==> src/rtl/core/eop_pkg.sv <==
// Shared constants and helpers for the Euler offset placement block.
package eop_pkg;

  // Sine polynomial coefficients, Q15 over a quarter turn
  localparam logic [15:0] SIN_A = 16'd51472;
  localparam logic [14:0] SIN_B = 15'd21024;
  localparam logic [11:0] SIN_C = 12'd2320;

  // Quarter turn in angle units
  localparam logic [15:0] QUARTER_TURN = 16'd16384;

  // Configuration register indexes
  localparam logic [1:0] REG_OFFSET_FORWARD = 2'd0;
  localparam logic [1:0] REG_OFFSET_RIGHT   = 2'd1;
  localparam logic [1:0] REG_OFFSET_UP      = 2'd2;

  // Clamp a wide sum into the signed 32-bit range
  function automatic logic signed [31:0] sat32(input logic signed [37:0] v);
    logic signed [37:0] hi;
    logic signed [37:0] lo;
    hi = 38'sd2147483647;
    lo = -38'sd2147483648;
    if (v > hi) begin
      sat32 = 32'sh7FFFFFFF;
    end else if (v < lo) begin
      sat32 = 32'sh80000000;
    end else begin
      sat32 = v[31:0];
    end
  endfunction

endpackage

==> src/rtl/core/eop_sin.sv <==
// Four-stage pipelined Q1.15 sine of a 16-bit turn fraction.
module eop_sin (
  input  logic               clk,
  input  logic               en,
  input  logic [15:0]        angle,
  output logic signed [15:0] sin_val
);

  logic [1:0]  quad;
  logic [13:0] rem;
  logic [14:0] t;
  logic [15:0] z0;
  logic [31:0] zz;

  logic [15:0] z1, z2, z3;
  logic [15:0] zsq1, zsq2;
  logic        neg1, neg2, neg3;
  logic [14:0] inner;
  logic [15:0] poly;

  logic [27:0] m1;
  logic [30:0] m2;
  logic [31:0] m3;
  logic [16:0] s_raw;
  logic [15:0] s_lim;

  // Fold into a quarter turn and square
  always_comb begin
    quad = angle[15:14];
    rem  = angle[13:0];
    t    = quad[0] ? 15'(eop_pkg::QUARTER_TURN - {2'b00, rem}) : {1'b0, rem};
    z0   = {t, 1'b0};
    zz   = z0 * z0;
  end

  always_comb begin
    m1 = zsq1 * eop_pkg::SIN_C;
    m2 = zsq2 * inner;
    m3 = z3 * poly;
    s_raw = m3[31:15];
    s_lim = (s_raw > 17'd32767) ? 16'd32767 : s_raw[15:0];
  end

  // Advance the polynomial stages together
  always_ff @(posedge clk) begin
    if (en) begin
      z1      <= z0;
      zsq1    <= zz[30:15];
      neg1    <= quad[1];
      z2      <= z1;
      zsq2    <= zsq1;
      neg2    <= neg1;
      inner   <= 15'(eop_pkg::SIN_B - 15'(m1[27:15]));
      z3      <= z2;
      neg3    <= neg2;
      poly    <= 16'(eop_pkg::SIN_A - 16'(m2[30:15]));
      sin_val <= neg3 ? -$signed(s_lim) : $signed(s_lim);
    end
  end

endmodule

==> config.mk <==
export PLATFORM = sky130hd
export DESIGN_NAME = eop_sin
export DESIGN_NICKNAME = d
export VERILOG_FILES = /design/src/rtl/core/eop_pkg.sv /design/src/rtl/core/eop_sin.sv
export SDC_FILE = /design/constraint.sdc
export NUM_CORES = 2
export LEC_CHECK = 0
export ABC_CLOCK_PERIOD_IN_PS = 13550
export BUFFER_PORTS_ARGS = -buffer_cell sky130_fd_sc_hd__buf_2
export CAP_MARGIN = 20
export CORE_AREA = 3 3 280 337
export DETAILED_ROUTE_END_ITERATION = 16
export DIE_AREA = 0 0 283 340
export MAX_ROUTING_LAYER = met4
export PLACE_DENSITY_LB_ADDON = 0.12
export SYNTH_ARGS = -nofsm -noshare
export SYNTH_HDL_FRONTEND = slang
export SYNTH_SLANG_ARGS = --single-unit
export TNS_END_PERCENT = 10
==> constraint.sdc <==
create_clock -name clk -period 13.55 [get_ports clk]
set_input_delay 0.6775 -clock clk [delete_from_list [all_inputs] [get_ports clk]]
set_output_delay 0.6775 -clock clk [all_outputs]
set_load 0.02 [all_outputs]
**Word-level counts from Yosys, hierarchy flattened**

Cells that the tools add are included.

- Add/sub/neg operators: 4
- $lt $le $gt $ge: 1
- Multipliers: 4
- Muxes and demuxes: 3

Operators with widths:

| kind | count |
|---|---|
| $mux 16 | 2 |
| $mul 15x16->31 | 1 |
| $mul 16x15->31 | 1 |
| $mul 15x15->29 | 1 |
| $mul 16x8->24 const B | 1 |
| $gt 17x15->1 const B | 1 |
| $neg 16->16 | 1 |
| $sub 16x16->16 const A | 1 |
| $mux 15 | 1 |
| $sub 15x13->15 const A | 1 |
| $sub 15x14->15 const A | 1 |

- Logic and storage cells: 23
- Register bits after elaboration: 127
- Input port bits: 18

**Depth between registers and ports, before layout**

- Depth in word-level cells: 5
- Mapped depth: 32
- Mapped depth without buffers: 30

**Worst setup path before layout**

Ideal clock, no wire load.

- Path kind: input to register
- Start point: input angle[0]
- End point: register zsq1[15], data pin
- Cell stages on the path: 29
- Arrival: 7.673 ns
- Slack: 5.617 ns
- Path buffers: 2
- Required time: 13.290 ns
- Cells stage by stage: clkbuf_1 or3_1 nand2b_1 o41ai_1 xor2_1 inv_1 clkbuf_1 nand2_1 inv_1 fa_1 inv_1 fa_1 fa_1 fa_1 inv_1 fa_1 fa_1 ha_1 a21o_1 a21o_1 a21oi_1 or2_2 o311ai_0 nor4_1 o31ai_1 o21a_1 o21a_1 nor2_1 xnor2_1

- Cells in the longest elaborated chain, start to end: 3

RTL lines:

| item | line | text |
|---|---|---|
| start: declaration | eop_sin.sv:5 | `input logic [15:0] angle,` |
| $sub 15x14->15 | eop_sin.sv:31 | `t = quad[0] ? 15'(eop_pkg::QUARTER_TURN - {2'b00, rem}) : {1'b0, rem};` |
| $mux 15 | eop_sin.sv:31 |  |
| via t[9] | eop_sin.sv:11 | `logic [14:0] t;` |
| $mul 15x15->29 | eop_sin.sv:33 | `zz = z0 * z0;` |
| via zz[30] | eop_sin.sv:13 | `logic [31:0] zz;` |
| end signal: assignment | eop_sin.sv:48 | `zsq1 <= zz[30:15];` |
| end: declaration | eop_sin.sv:16 | `logic [15:0] zsq1, zsq2;` |

The timed path passes the listed nets, and every way through them passes these cells.
A chain may end at the register's enable or synchronous reset.

**Worst setup path after layout**

- Start point: input angle[0]
- End point: register zsq1[15], data pin

- Cells in the longest elaborated chain, start to end: 3

RTL lines:

| item | line |
|---|---|
| $sub 15x14->15 | eop_sin.sv:31 |
| $mux 15 * | eop_sin.sv:31 |
| $mul 15x15->29 * | eop_sin.sv:33 |
| via zz[30] | eop_sin.sv:13 |

Mark *: on every way through the listed nets, which the timed path passes. The rest lies on a longest branch.

==> results_dict.tcl <==
set metrics [dict create \
    syn_to_final_growth_pct 8.02 \
    numCtsBuffers 17 \
    gp_congestion 0.797 \
    num_io_pins 34 \
    worst_path_max_delay_cell "o311ai_0" \
    reg2regPathDepth 28 \
    firstDrtPassIters 5 \
    skew_ns 0.0167 \
    min_from "z1[3]" \
    vias 18700 \
    n_fill_cell 9428 \
    path_max_fanout 10 \
    cap_violations 0 \
    critPathMostFrequentCell "fa_1" \
    cp-start-kind "primary input" \
    drive_above_1_share_pct 3.82 \
    wire_per_inst_um 16.5 \
    drt-initial-drc-count 714 \
    finalSetupViolCount 0 \
    synth_top_area_cell "fa_1" \
    synth_top_area_share_pct 36.9 \
    max_freq_mhz 115 \
    cts_resized 0 \
    synth_edf_count 127 \
    instances_no_fill 4083 \
    async_flop_share_pct 0 \
    grt_antenna_before_repair 2 \
    die-area_um2 96200 \
    final_util_pct 32.4 \
    grt_max_degree 68 \
    fin_nets 3681 \
    finalCritPeriodShare_pct 64.4 \
    slew_viol_final 0 \
    first_global_vias 21100 \
    cts_root_buf "clkbuf_16" \
    routed_via_density 4.58 \
    clkLatencyLatePin_ns 0.44 \
    post-route-drc-count 0 \
    cts-hold-fix-buffers 0 \
    hold_end "z2[3]" \
    grt_overflow 0 \
    clk_path_buf_depth 2 \
    max_slew_margin_pct 35.2 \
    ant_nets 0 \
    period_needed_ns 8.73 \
    synth.ff_latch_count 127 \
    synth.avg_cell_area_um2 9.60 \
    die_x_um 283 \
    setup.worst_path.class "primary input to flip-flop" \
    yosysMostFrequentCell "inv_1" \
    synth.yosys.warnings 0 \
    hold_viol 0 \
    status "finished clean" \
    ctsHtreeMaxLevel 4 \
    whs_path_depth 0 \
    hold_class "flip-flop to flip-flop" \
    syn_area_um2 27300 \
    tightest_slew_ns 0.960 \
    grt_use_total_pct 15.0 \
    die_h_um 340 \
    reg2reg_slack_ns 5.01 \
    synth_seq_area_share_pct 14.0 \
    routed_wl_mm 67.4 \
    synth_cells 2842 \
    post_cts_buffers 0 \
    cts_sinks 127 \
    critical_path_required_ns 13.73 \
    synth_area_leaders "fa_1 (37%), ha_1 (15%), edfxtp_1 (14%)" \
    fin_tns_setup_ns 0 \
    startpoint "angle[0]" \
    synthFlopType "edfxtp_1" \
    cts.clk_slew.worst_paths_ns 0.06 \
    cp_slowest_stage_delay_ns 0.84 \
    synth.distinct_cells 76 \
    cts_tree "built" \
    io_buffers 33 \
    worst_setup_path_end_kind "flip-flop" \
    crit_arrival_ns 8.91 \
    start_util_pct 30.0 \
    r2r-end "sin_val[10]" \
    rsz0062_at_grt "false" \
    dp_hpwl_mm 54.9 \
    placedCellCount 4048 \
    ys_top_cells_by_count "inv_1 (614), fa_1 (503), nand2_1 (332), ha_1 (323), and2_1 (244)" \
    coreArea_um2 91000 \
    rows 121 \
    grt_pass1_wl_mm 112 \
    r2r-start "z3[2]" \
]
## sequential cells by signal, summed over array words and instances, names as in the netlist, 15 cells and up
| register | flops |
|---|---|
| poly | 16 |
| z1 | 15 |
| inner | 15 |
| zsq1 | 16 |
| z3 | 15 |
| sin_val | 16 |
| z2 | 15 |
| zsq2 | 16 |
## how the worst max path moves through the flow
| stage | cells past startpoint | endpoint | slack (ns) |
|---|---|---|---|
| global route | 29 | zsq1[15] | 4.13 |
| CTS | 31 | zsq1[15] | 4.87 |
| detailed placement | 31 | zsq1[15] | 4.40 |
| floorplan | 29 | zsq1[15] | 5.62 |
| global placement | 26 | zsq1[15] | 4.49 |
| finish | 29 | zsq1[15] | 4.82 |
## logic make-up after synthesis
logic type	Yosys count	synth area share (%)
and+or+nand+nor	857	15.6
adders and majority gates	826	51.7
buffers and inverters	699	9.62
AOI/OAI and AO/OA	234	5.90
DFF	127	14.0
xor gates and xnor gates	90	2.89
muxes	7	0.271
other	2	0.0275
## cell usage in the layout, fill, tap and decap left out, types with 5 or more instances in the layout
cell and count:
a211oi_1 12, a21o_1 18, a21oi_1 63, a31oi_1 9
and2_1 244, and3_1 10, and4_1 6, buf_2 32
buf_4 15, clkbuf_16 17, clkinv_1 7, conb_1 10
edfxtp_1 127, fa_1 503, ha_1 323, inv_1 614
nand2_1 332, nand2b_1 19, nand3_1 18, nand4_1 7
nor2_1 121, nor2b_1 19, nor3_1 25, nor4_1 7
o21a_1 20, o21ai_0 36, o21bai_1 5, o22ai_1 10
o31ai_1 8, or2_2 12, or3_1 11, xnor2_1 54
xor2_1 36
## per-layer routing
| metal | track usage (%) | vias up | wire length, µm |
|---|---|---|---|
| li1 | - | 8810 | - |
| met1 | 17.9 | 9723 | 29500 |
| met2 | 27.6 | 134 | 35800 |
| met3 | 1.11 | 49 | 909 |
| met4 | 3.27 | 0 | 1160 |
| met5 | - | - | 0 |
## metrics by stage
step / cell area [µm²] / setup WS [ns] / hold slack (ns)
final: 29500 / 4.82 / 0.420
after global routing: 29500 / 4.13 / 0.396
after CTS: 29500 / 4.87 / 0.374
after detailed placement: 28800 / 4.40 / 0.408
after global placement: 28800 / 4.49 / 0.402
after floorplan: 27300 / 5.62 / 0.400
## cell type report
class                      instances  area (µm²)  share of cell area, %
antenna                            3        7.51                 0.0255
clock buffer                      18         429                   1.46
clock inverter                    14         189                  0.641
inverter                         619        2320                   7.89
multi-input combinational       2024       20900                   70.9
sequential                       127        3810                   12.9
tap                             1230        1540                   5.22
timing repair buffer              48         284                  0.964
## critical path, delay by kind of cell
kind	cells	cell delay (ns)
AO/OA/AOI/OAI	4	1.61
buffers and inverters	6	1.00
XOR/XNOR	2	0.87
AND/OR/NAND/NOR	9	1.22
adder cells (fa/ha/maj)	8	3.53
Power is left out: the tool's default activity adds up to more than one toggle a clock period on the data nets, which glitch-free logic cannot reach.
